===== src/gtpc_pkg.sv =====
package gtpc_pkg;

  localparam int unsigned POS_W = 17;
  localparam logic [POS_W-1:0] POS_MAX = '1;
  localparam logic [7:0] EXP_TYPE_RESET = 8'h10;

  localparam logic [7:0] IE_IMSI = 8'h02;
  localparam logic [7:0] IE_PDP  = 8'h80;
  localparam logic [7:0] IE_APN  = 8'h83;
  localparam logic [7:0] IE_GGSN = 8'h85;

  localparam logic [1:0] KIND_APN_FIRST = 2'd0;
  localparam logic [1:0] KIND_APN_MORE  = 2'd1;
  localparam logic [1:0] KIND_SUMMARY   = 2'd2;

  localparam logic [3:0] ST_OK        = 4'd0;
  localparam logic [3:0] ST_SHORT     = 4'd1;
  localparam logic [3:0] ST_VERSION   = 4'd2;
  localparam logic [3:0] ST_PROTO     = 4'd3;
  localparam logic [3:0] ST_SHORT_OPT = 4'd4;
  localparam logic [3:0] ST_LEN_EXC   = 4'd5;
  localparam logic [3:0] ST_LEN_SMALL = 4'd6;
  localparam logic [3:0] ST_TYPE      = 4'd7;
  localparam logic [3:0] ST_IMSI      = 4'd8;
  localparam logic [3:0] ST_TLV_HDR   = 4'd9;
  localparam logic [3:0] ST_TLV_PAY   = 4'd10;
  localparam logic [3:0] ST_APN_LABEL = 4'd11;
  localparam logic [3:0] ST_NO_IES    = 4'd12;

  typedef struct packed {
    logic [1:0]  kind;
    logic [7:0]  apn_char;
    logic [3:0]  status;
    logic [7:0]  msg_type;
    logic [7:0]  flags;
    logic [31:0] teid;
    logic [15:0] seq;
    logic [63:0] imsi;
    logic [4:0]  imsi_cnt;
    logic [7:0]  pdp;
    logic [31:0] ggsn;
    logic [3:0]  mask;
  } res_t;

  typedef struct packed {
    logic char_vld;
    logic sum_vld;
    res_t char_res;
    res_t sum_res;
  } core_out_t;

endpackage


===== src/gtpv1c_request_parser.sv =====
// GTPv1-C request parser.
// Input channel: one packet byte per beat (packet_byte_i, end_of_packet_i on
// the final byte), valid/ready handshake. Output channel: result beats,
// valid/ready. result_kind 0/1 carries an APN character (dot for label
// separators and non-printable bytes), kind 2 the end-of-packet summary.
// Each accepted byte is parsed in the cycle it arrives; its results are
// registered into a four-entry output queue whose head drives the outputs.
// A byte yields at most two beats (an APN character or dot plus the
// summary on the final byte).
// Throughput: one byte per cycle while the queue has two free entries;
// in_ready_o drops when the receiver stalls and the queue fills, so the
// sender is held, never dropped.
// Reset clears the parser to the header phase, empties the queue and sets
// expected_message_type to 0x10. The user must write the register (APB,
// address 0) only while no packet is in flight; the block does not enforce it.
module gtpv1c_request_parser (
  input  logic        clk_i,
  input  logic        rst_ni,
  input  logic        in_valid_i,
  output logic        in_ready_o,
  input  logic [7:0]  packet_byte_i,
  input  logic        end_of_packet_i,
  output logic        out_valid_o,
  input  logic        out_ready_i,
  output logic [1:0]  result_kind_o,
  output logic [7:0]  apn_char_o,
  output logic [3:0]  status_o,
  output logic [7:0]  message_type_o,
  output logic [7:0]  header_flags_o,
  output logic [31:0] tunnel_id_o,
  output logic [15:0] sequence_number_o,
  output logic [63:0] imsi_digits_o,
  output logic [4:0]  imsi_digit_count_o,
  output logic [7:0]  pdp_type_number_o,
  output logic [31:0] ggsn_ipv4_o,
  output logic [3:0]  present_mask_o,
  input  logic        psel,
  input  logic        penable,
  input  logic        pwrite,
  input  logic [2:0]  paddr,
  input  logic [31:0] pwdata,
  output logic [31:0] prdata,
  output logic        pready
);
  import gtpc_pkg::*;

  logic [7:0] exp_type_q;
  logic       in_fire;
  core_out_t  core_out;

  // output queue
  res_t       fifo_q [4];
  logic [1:0] wp_q, rp_q;
  logic [2:0] cnt_q;
  logic [1:0] npush;
  logic       pop;

  assign pready = 1'b1;
  assign prdata = (paddr[2] == 1'b0) ? {24'h0, exp_type_q} : 32'h0;

  always_ff @(posedge clk_i or negedge rst_ni) begin
    if (!rst_ni) begin
      exp_type_q <= EXP_TYPE_RESET;
    end else if (psel && penable && pwrite && paddr[2] == 1'b0) begin
      exp_type_q <= pwdata[7:0];
    end
  end

  assign in_ready_o = (cnt_q <= 3'd2);
  assign in_fire    = in_valid_i && in_ready_o;

  gtpc_core u_core (
    .clk_i      (clk_i),
    .rst_ni     (rst_ni),
    .fire_i     (in_fire),
    .byte_i     (packet_byte_i),
    .last_i     (end_of_packet_i),
    .exp_type_i (exp_type_q),
    .out_o      (core_out)
  );

  assign npush = {1'b0, core_out.char_vld} + {1'b0, core_out.sum_vld};
  assign pop   = out_valid_o && out_ready_i;

  always_ff @(posedge clk_i) begin
    if (core_out.char_vld) fifo_q[wp_q] <= core_out.char_res;
    if (core_out.sum_vld) fifo_q[wp_q + 2'(core_out.char_vld)] <= core_out.sum_res;
  end

  always_ff @(posedge clk_i or negedge rst_ni) begin
    if (!rst_ni) begin
      wp_q  <= '0;
      rp_q  <= '0;
      cnt_q <= '0;
    end else begin
      wp_q  <= wp_q + npush;
      rp_q  <= rp_q + 2'(pop);
      cnt_q <= cnt_q + 3'(npush) - 3'(pop);
    end
  end

  assign out_valid_o        = (cnt_q != '0);
  assign result_kind_o      = fifo_q[rp_q].kind;
  assign apn_char_o         = fifo_q[rp_q].apn_char;
  assign status_o           = fifo_q[rp_q].status;
  assign message_type_o     = fifo_q[rp_q].msg_type;
  assign header_flags_o     = fifo_q[rp_q].flags;
  assign tunnel_id_o        = fifo_q[rp_q].teid;
  assign sequence_number_o  = fifo_q[rp_q].seq;
  assign imsi_digits_o      = fifo_q[rp_q].imsi;
  assign imsi_digit_count_o = fifo_q[rp_q].imsi_cnt;
  assign pdp_type_number_o  = fifo_q[rp_q].pdp;
  assign ggsn_ipv4_o        = fifo_q[rp_q].ggsn;
  assign present_mask_o     = fifo_q[rp_q].mask;

endmodule


===== src/gtpc_core.sv =====
module gtpc_core (
  input  logic              clk_i,
  input  logic              rst_ni,
  input  logic              fire_i,
  input  logic [7:0]        byte_i,
  input  logic              last_i,
  input  logic [7:0]        exp_type_i,
  output gtpc_pkg::core_out_t out_o
);
  import gtpc_pkg::*;

  typedef enum logic [3:0] {
    PH_HDR, PH_OPT, PH_TYPE, PH_IMSI, PH_LEN1, PH_LEN2,
    PH_VALUE, PH_APNLEN, PH_APNDATA, PH_APNSKIP, PH_DONE
  } phase_e;

  phase_e           phase_q, phase_d;
  logic [POS_W-1:0] pos_q, pos_d;
  logic [63:0]      hdr_q, hdr_d;
  logic [7:0]       etype_q, etype_d;
  logic [15:0]      rem_q, rem_d;
  logic [7:0]       label_q, label_d;
  logic [63:0]      imsi_q, imsi_d;
  logic [4:0]       icnt_q, icnt_d;
  logic [7:0]       pdp_q, pdp_d;
  logic [31:0]      ggsn_q, ggsn_d;
  logic [3:0]       pres_q, pres_d;
  logic [3:0]       err_q, err_d;
  logic [15:0]      seq_q, seq_d;
  logic             take_q, take_d;

  always_comb begin
    logic [POS_W-1:0] total, tot2;
    logic [POS_W:0]   pos_x, tot_x;
    logic [7:0]       f, fl;
    logic [15:0]      r;
    logic [7:0]       lab;
    logic [3:0]       nib;
    logic             opt;
    logic [3:0]       st;
    phase_d = phase_q; pos_d = pos_q; hdr_d = hdr_q; etype_d = etype_q;
    rem_d = rem_q; label_d = label_q; imsi_d = imsi_q; icnt_d = icnt_q;
    pdp_d = pdp_q; ggsn_d = ggsn_q; pres_d = pres_q; err_d = err_q;
    seq_d = seq_q; take_d = take_q;
    out_o = '0;
    total = POS_W'(8) + POS_W'(hdr_q[47:32]);
    pos_x = {1'b0, pos_q};
    tot_x = {1'b0, total};
    f = '0; r = '0; lab = '0; nib = '0; fl = '0; opt = 1'b0; tot2 = '0; st = ST_OK;
    if (fire_i) begin
      unique case (phase_q)
        PH_HDR: begin
          hdr_d = {hdr_q[55:0], byte_i};
          if (pos_q == POS_W'(7)) begin
            f = hdr_d[63:56];
            if (f[7:5] != 3'd1 || !f[4] || hdr_d[55:48] != exp_type_i) phase_d = PH_DONE;
            else phase_d = (|f[2:0]) ? PH_OPT : PH_TYPE;
          end
        end
        PH_OPT: begin
          if (pos_q == POS_W'(8)) seq_d = {byte_i, 8'h00};
          else if (pos_q == POS_W'(9)) seq_d = {seq_q[15:8], byte_i};
          else if (pos_q == POS_W'(11)) phase_d = (total < POS_W'(12)) ? PH_DONE : PH_TYPE;
        end
        PH_TYPE: begin
          if (pos_q >= total) phase_d = PH_DONE;
          else if (byte_i == IE_IMSI) begin
            if (pos_x + (POS_W+1)'(9) > tot_x) begin
              if (err_q == ST_OK) err_d = ST_IMSI;
              phase_d = PH_DONE;
            end else begin
              imsi_d = '0; icnt_d = '0; pres_d[0] = 1'b0;
              rem_d = 16'd8; phase_d = PH_IMSI;
            end
          end else begin
            if (pos_x + (POS_W+1)'(3) > tot_x) begin
              if (err_q == ST_OK) err_d = ST_TLV_HDR;
              phase_d = PH_DONE;
            end else begin
              etype_d = byte_i; phase_d = PH_LEN1;
            end
          end
        end
        PH_IMSI: begin
          for (int k = 0; k < 2; k++) begin
            nib = (k == 0) ? byte_i[3:0] : byte_i[7:4];
            if (nib <= 4'd9 && icnt_d < 5'd16) begin
              imsi_d = imsi_d | (64'(nib) << {icnt_d[3:0], 2'b00});
              icnt_d = icnt_d + 5'd1;
              pres_d[0] = 1'b1;
            end
          end
          rem_d = rem_q - 16'd1;
          if (rem_d == '0) phase_d = PH_TYPE;
        end
        PH_LEN1: begin
          rem_d = {byte_i, 8'h00}; phase_d = PH_LEN2;
        end
        PH_LEN2: begin
          r = rem_q | {8'h00, byte_i};
          rem_d = r;
          if (pos_x + (POS_W+1)'(1) + (POS_W+1)'(r) > tot_x) begin
            if (err_q == ST_OK) err_d = ST_TLV_PAY;
            phase_d = PH_DONE;
          end else begin
            label_d = '0;
            if (etype_q == IE_APN) pres_d[1] = 1'b0;
            if (etype_q == IE_GGSN) take_d = (r == 16'd4) && !pres_q[2];
            if (r == '0) phase_d = PH_TYPE;
            else phase_d = (etype_q == IE_APN) ? PH_APNLEN : PH_VALUE;
          end
        end
        PH_VALUE: begin
          if (etype_q == IE_PDP && label_q == 8'd1) begin
            pdp_d = byte_i; pres_d[3] = 1'b1;
          end
          if (etype_q == IE_GGSN && take_q) begin
            ggsn_d = {ggsn_q[23:0], byte_i};
            if (rem_q == 16'd1) pres_d[2] = 1'b1;
          end
          if (label_q < 8'd2) label_d = label_q + 8'd1;
          rem_d = rem_q - 16'd1;
          if (rem_d == '0) phase_d = PH_TYPE;
        end
        PH_APNLEN: begin
          r = rem_q - 16'd1;
          rem_d = r;
          if (byte_i == 8'd0) phase_d = (r == '0) ? PH_TYPE : PH_APNSKIP;
          else if (16'(byte_i) > r) begin
            if (err_q == ST_OK) err_d = ST_APN_LABEL;
            phase_d = PH_DONE;
          end else begin
            if (pres_q[1]) begin
              out_o.char_vld = 1'b1;
              out_o.char_res.kind = KIND_APN_MORE;
              out_o.char_res.apn_char = 8'h2E;
            end
            label_d = byte_i; phase_d = PH_APNDATA;
          end
        end
        PH_APNDATA: begin
          out_o.char_vld = 1'b1;
          out_o.char_res.kind = pres_q[1] ? KIND_APN_MORE : KIND_APN_FIRST;
          out_o.char_res.apn_char = (byte_i >= 8'h20 && byte_i <= 8'h7E) ? byte_i : 8'h2E;
          pres_d[1] = 1'b1;
          rem_d = rem_q - 16'd1;
          lab = label_q - 8'd1;
          label_d = lab;
          if (lab == '0) phase_d = (rem_d == '0) ? PH_TYPE : PH_APNLEN;
        end
        PH_APNSKIP: begin
          rem_d = rem_q - 16'd1;
          if (rem_d == '0) phase_d = PH_TYPE;
        end
        default: ;
      endcase
      if (pos_q != POS_MAX) pos_d = pos_q + POS_W'(1);

      if (last_i) begin
        fl   = hdr_d[63:56];
        opt  = |fl[2:0];
        tot2 = POS_W'(8) + POS_W'(hdr_d[47:32]);
        if (pos_d < POS_W'(8)) st = ST_SHORT;
        else if (fl[7:5] != 3'd1) st = ST_VERSION;
        else if (!fl[4]) st = ST_PROTO;
        else if (opt && pos_d < POS_W'(12)) st = ST_SHORT_OPT;
        else if (pos_d < tot2) st = ST_LEN_EXC;
        else if (tot2 < (opt ? POS_W'(12) : POS_W'(8))) st = ST_LEN_SMALL;
        else if (hdr_d[55:48] != exp_type_i) st = ST_TYPE;
        else if (err_d != ST_OK) st = err_d;
        else if (pres_d == '0) st = ST_NO_IES;
        else st = ST_OK;
        out_o.sum_vld = 1'b1;
        out_o.sum_res.kind = KIND_SUMMARY;
        out_o.sum_res.status = st;
        if (st != ST_SHORT) begin
          out_o.sum_res.msg_type = hdr_d[55:48];
          out_o.sum_res.flags = fl;
          out_o.sum_res.teid = hdr_d[31:0];
          if (st != ST_VERSION && st != ST_PROTO && st != ST_SHORT_OPT && opt)
            out_o.sum_res.seq = seq_d;
        end
        if (st == ST_OK || st >= ST_IMSI) begin
          out_o.sum_res.imsi = imsi_d;
          out_o.sum_res.imsi_cnt = icnt_d;
          out_o.sum_res.pdp = pdp_d;
          out_o.sum_res.ggsn = ggsn_d;
          out_o.sum_res.mask = pres_d;
        end
        phase_d = PH_HDR; pos_d = '0; hdr_d = '0; etype_d = '0; rem_d = '0;
        label_d = '0; imsi_d = '0; icnt_d = '0; pdp_d = '0; ggsn_d = '0;
        pres_d = '0; err_d = ST_OK; seq_d = '0; take_d = 1'b0;
      end
    end
  end

  always_ff @(posedge clk_i or negedge rst_ni) begin
    if (!rst_ni) begin
      phase_q <= PH_HDR; pos_q <= '0; hdr_q <= '0; etype_q <= '0; rem_q <= '0;
      label_q <= '0; imsi_q <= '0; icnt_q <= '0; pdp_q <= '0; ggsn_q <= '0;
      pres_q <= '0; err_q <= ST_OK; seq_q <= '0; take_q <= 1'b0;
    end else begin
      phase_q <= phase_d; pos_q <= pos_d; hdr_q <= hdr_d; etype_q <= etype_d;
      rem_q <= rem_d; label_q <= label_d; imsi_q <= imsi_d; icnt_q <= icnt_d;
      pdp_q <= pdp_d; ggsn_q <= ggsn_d; pres_q <= pres_d; err_q <= err_d;
      seq_q <= seq_d; take_q <= take_d;
    end
  end

endmodule


===== config.mk =====
export PLATFORM = sky130hd
export DESIGN_NAME = gtpv1c_request_parser
export DESIGN_NICKNAME = d
export VERILOG_FILES = /design/src/gtpc_pkg.sv /design/src/gtpv1c_request_parser.sv /design/src/gtpc_core.sv
export SDC_FILE = /design/constraint.sdc
export NUM_CORES = 2
export LEC_CHECK = 0
export ABC_CLOCK_PERIOD_IN_PS = 20400
export BUFFER_PORTS_ARGS = -buffer_cell sky130_fd_sc_hd__buf_2
export CAP_MARGIN = 40
export CORE_ASPECT_RATIO = 1.4
export CORE_UTILIZATION = 50
export CTS_BUF_LIST = sky130_fd_sc_hd__clkbuf_8
export DETAILED_ROUTE_END_ITERATION = 8
export GPL_ROUTABILITY_DRIVEN = 0
export PLACE_DENSITY = 0.67
export SETUP_SLACK_MARGIN = 0.3
export SYNTH_ARGS = -nofsm -noshare
export SYNTH_HDL_FRONTEND = slang
export SYNTH_HIERARCHICAL = 1
export SYNTH_SLANG_ARGS = --single-unit

===== constraint.sdc =====
create_clock -name clk_i -period 20.4 [get_ports clk_i]
set_input_delay 3.06 -clock clk_i [delete_from_list [all_inputs] [get_ports clk_i]]
set_output_delay 3.06 -clock clk_i [all_outputs]
set_load 0.03 [all_outputs]

# [Word level (Yosys, flattened, before mapping)]
# Memories as Yosys holds them, arrays and structs flattened.
# Index checks and enable logic that the tools add are counted.
[op_classes] order_cmp=19 n_reduce_logical=45 shifts=2 muxes=143 add_sub_neg=18 n_bitwise=4 eq_ne=46
[ops] op="$mux 64" n=12
[ops] op="$mux 181" n=2
[ops] op="$mux 4" n=42
[ops] op="$mux 16" n=8
[ops] op="$mux 8" n=16
[ops] op="$or 64x64->64" n=2
[ops] op="$pmux 64 s2" n=1
[ops] op="$shl 4x6->64" n=2
[ops] op="$mux 113" n=1
[ops] op="$mux 32" n=3
[ops] op="$pmux 16 s4" n=1
[ops] op="$gt 18x17->1" n=3
[ops] op="$eq 17x4->1 const B" n=3
[ops] op="$lt 17x4->1 const B" n=3
[ops] op="$mux 17" n=3
[ops] op="$mux 5" n=8
[ops] op="$add 4x16->17 const A" n=2
[ops] op="$lt 17x17->1" n=2
[ops] op="$logic_not 16->1" n=2
[ops] op="$pmux 4 s8" n=1
[ops] op="$pmux 8 s4" n=1
[ops] op="$mux 1" n=26
[ops] op="$eq 8x8->1 const B" n=3
[ops] op="$ne 3x3->1 const B" n=7
[ops] op="other kinds (67)" n=123
[totals] wordCells=296 n_memories=1 input_bits=51 regBits=266 ramBits=764 output_inout_bits=226
[memory_table] memory="fifo_q" words=4 width=191 read_ports=1 rd_clocked_by_memory_dff=0 write_ports=2 line_no="gtpv1c_request_parser.sv:52" source="res_t fifo_q [4];"

# [Logic depth before layout (Yosys ltp)]
[depth] word_depth=30 depth_mapped=28 ltp_nobuf=26

# [Hierarchy]
# The synthesis kept the hierarchy.
[by_module_without_submodules] module="gtpv1c_request_parser" cells_per_inst=1942 area_each_um2=38245.4 seq_area_each_um2=23318.6 instances=1
[by_module_without_submodules] module="gtpc_core" cells_per_inst=2903 area_each_um2=23028.3 seq_area_each_um2=6281.0 instances=1

# [Worst setup path after synthesis]
# OpenSTA, ideal clock, no wires.
[synth_timing] kind="input -> register" from="in packet_byte_i[1]" to="mem fifo_q[2][0] in the netlist's numbering (enable)" setup_slack_ns=1.389 n_path_buf=0 path_stages=10 setup_ns=1.006 t_arrival_ns=18.005 required_time_ns=19.394 cell_sequence="ha_1 -> nor2b_1 -> o21a_1 -> o21ai_0 -> a21o_1 -> nor3_1 -> or2_2 -> a21oi_1 -> nand2_1 -> o21ai_0"
[synth_lines] element="start: declaration" line_no="gtpv1c_request_parser.sv:21" source="input logic [7:0] packet_byte_i,"
[synth_lines] element="end: declaration" line_no="gtpv1c_request_parser.sv:52"

==> key figures <==
Synth
  – FF+latch count, synth: slightly above 1k
  – Synth Area per Inst: approximately 13 um2
  – Synth cell types: between 90 and 100
  – Synth async-reset ratio: 25.8%
  – Area leader, netlist: edfxtp_1
  – Post-synthesis mux area share: between 20% and 30%
  – Synth Flop Type: edfxtp_1
  – Post-Synth Adder-Cell Area: roughly 2.7%
  – Synth area leaders: edfxtp_1 37%, mux2_2 11%, dfrtp_1 11%, mux4_2 7.0%, mux2_4 4.4%
  – Mapped Cells: 4845
  – Synth Area in XOR/XNOR: between 1 and 1.5%
  – Post-synth EDFFs: 764
  – Compound-cell area share of the yosys netlist: 11.3%
  – Simple-gate share of the synthesized area: 7.49%
  – Largest family of logic cells by synthesized area: multiplexers
  – Yosys warns: 6
  – Yosys top cell area share: between 30% and 40%
  – Share of the yosys chip area belonging to registers: between 40% and 50%
  – Netlist area before placement: ~61000 um2

Floorplan
  – Number of top-level pins: roughly 280
  – Die width: just under 300 um
  – Die Span Y: approximately 420 um
  – Initial Util: 50.5%
  – Std cell rows: between 150 and 200
  – Die area: 124000 um2
  – Core ar.: ~120000 um2

Global route
  – Initial antenna violation count: 5
  – First-pass GRT wire length: 249000 um
  – Total gr overflow: 0
  – Total track usage: between 20% and 30%
  – Vias in the first global route: just over 40k
  – Pin count of the biggest net entering global routing: roughly 120

Timing
  – Fin. Hold Viols: 0
  – Slew HR: 32.7%
  – Fin crit share: between 40 and 50%
  – Final setup viols: 0
  – RSZ-0062 raised after global routing: false
  – Setup TNS: 0 ns
  – Min Tclk post-route: 9.65 ns
  – Max Freq: around 100 MHz
  – Worst slew pin tran: about 1.0 ns
  – Fin Clk Skew: around 0.055 ns
  – Fin. max-slew vios: 0

Placed design
  – Post-Place Cell Area: 63100 um2
  – Detailed placement HPWL: 101000 um
  – I/O Buffers: roughly 230

Critical path
  – Crit path DAT: just over 10 ns
  – Slowest stage delay, CP: 0.54 ns
  – Critical Path Fanout Max: 48
  – Setup crit end kind: register
  – Cells on worst reg2reg path: 24
  – Slowest cell on crit path: buf_4
  – Crit path kind: in2reg
  – Startpoint Class: primary input
  – WP data required: approximately 21 ns

Clock network
  – Max clock buf depth: 3
  – Clock Sinks: ~1k
  – CTS tree: done
  – Clock Pin Slew Worst Setup and Hold Paths: about 0.060 ns
  – CTS buffer count: around 170
  – Worst skew pair latency: ~0.93 ns
  – Post-CTS setup buffers: 0
  – PostCTS Resize Cnt: 0
  – Hold buffers post-CTS: 0
  – Clock H-tree levels: 4
  – Root buf cell: clkbuf_8

Drt
  – Post-DRT Antenna Nets: 0
  – Via count: 41.1k
  – 1st-pass router iterations: 7
  – First DRT Iteration DRCs: ~3.5k
  – Vias per std cell: 6.11
  – Routed wire per std cell: about 24 um
  – DRC violations left: 0
  – Post-Route WL: around 160000 um

Min path
  – Cell depth of the worst min-delay path: 1
  – Class of the worst hold path: reg2reg

Cells and area
  – Sequential cell area: around 30000 um2
  – Share of cells above drive strength 1: a little under a third
  – Fill cells: approximately 10k
  – Cell area after layout: around 66000 um2
  – Area of the multi-input gates: ~29000 um2
  – Nets@finish: roughly 5.2k
  – Syn-to-layout area delta: 8.21%

Pwr
  – Leakage Power: roughly 0.025 uW
  – PD cells: between 100 and 150 nW/um2
  – Worst VDD drop: between 0.08 and 0.09 mV

Outcome
  – Status: finished clean

Job
  – Max-Cap Viols: 0
[kinds of logic after synthesis]
group,count (synthesis)
simple gates,972
compound gates,973
xor+xnor,100
flops,1030
other cells,3
buf+inv,640
mux,995
fa+ha+maj,132
[layout make-up]
type / count / share of cell area, %
antenna: 1 / 0.00377
clock buffer: 184 / 3.82
clock inverter: 128 / 1.00
inverter: 66 / 0.385
multi-input combinational: 3389 / 43.7
sequential: 1030 / 44.7
tap: 1606 / 3.03
timing repair buffer: 328 / 3.36
[report_power, final]
part / internal (uW) / switching, uW / total (uW)
Clock: 864 / 877 / 1740
Sequential: 2490 / 219 / 2710
Combinational: 1050 / 1700 / 2740
Total: 4400 / 2790 / 7190
[critical path, delay by kind of cell]
kind | cells | cell delay (ns)
buf+inv | 5 | 1.21
mux | 1 | 0.33
compound gates | 15 | 3.76
fa+ha+maj | 4 | 1.16
simple gates | 4 | 0.65
[metal layers]
metal / share of wire, % / vias to the layer above / wire length (um) / track usage (%)
met4: 3.8 / 6 / 6210 / 10.6
met2: 51 / 1397 / 83400 / 45.8
met5: 0.025 / - / 41 / 0
li1: - / 18600 / - / -
met3: 5.4 / 368 / 8740 / 4.36
met1: 39 / 20800 / 64200 / 31.5
[synthesized netlist by cell type (all sizes together), types with 14 or more instances]
library cell	number
a21boi	76
a21o	26
a21oi	245
a221oi	46
a22o	21
a22oi	106
and2	25
and3	19
buf	379
clkbuf	195
dfrtp	265
edfxtp	764
ha	130
inv	63
mux2	777
mux2i	27
mux4	191
nand2	309
nand2b	25
nand3	71
nand4	38
nor2	274
nor2b	23
nor3	83
nor4	27
o21a	25
o21ai	86
o22ai	30
o2bb2ai	179
o31ai	32
or2	14
or3	15
xnor2	69
xor2	31
[state kept, by name, indices dropped and copies added, names as in the netlist, 5 cells and up]
register and count:
u_core/seq_q 16, u_core/rem_q 16, u_core/icnt_q 5, fifo_q 764, u_core/imsi_q 64, u_core/hdr_q 64, exp_type_q 8, u_core/label_q 8
u_core/etype_q 8, u_core/pdp_q 8, u_core/ggsn_q 32, u_core/pos_q 17
[path summary, 6_finish.rpt]
check / slack, ns / to / from
max in group asynchronous: 16.99 / u_core/label_q[5] / rst_ni
hold / removal: 0.49 / cnt_q[2] / cnt_q[2]
min in group asynchronous: 2.16 / u_core/hdr_q[23] / rst_ni
setup reg to reg: 12.45 / fifo_q[3][100] / u_core/phase_q[1]
hold reg to reg: 0.49 / cnt_q[2] / cnt_q[2]
setup / recovery: 10.75 / fifo_q[3][144] / packet_byte_i[0]
[per-stage QoR]
step | hold WS, ns | utilization [%] | cells | power [uW] | setup WS (ns)
after floorplan | 0.455 | - | 5059 | 4750 | 1.39
after global placement | 0.468 | 51.7 | 6395 | 5450 | 9.85
after detailed placement | 0.473 | 52.0 | 6419 | 5500 | 9.97
after CTS | 0.490 | 54.7 | 6731 | 7250 | 10.90
after global routing | 0.505 | 54.7 | 6732 | 7520 | 10.53
final | 0.488 | 54.7 | 6732 | 7190 | 10.75
[placed cells by master (no fill, tap or decap), types with 69 or more instances in the layout]
master     instances
a21boi_0          75
a21oi_1          226
a22oi_1          106
buf_2            229
buf_4             74
clkbuf_8         184
conb_1           217
dfrtp_1          263
edfxtp_1         764
ha_1             130
inv_1            149
mux2_2           598
mux2_4           179
mux4_2           191
nand2_1          308
nand3_1           71
nor2_1           271
nor3_1            82
o21ai_0           81
o2bb2ai_1        179
xnor2_1           69
No activity file was read; power rests on OpenSTA's default activity.
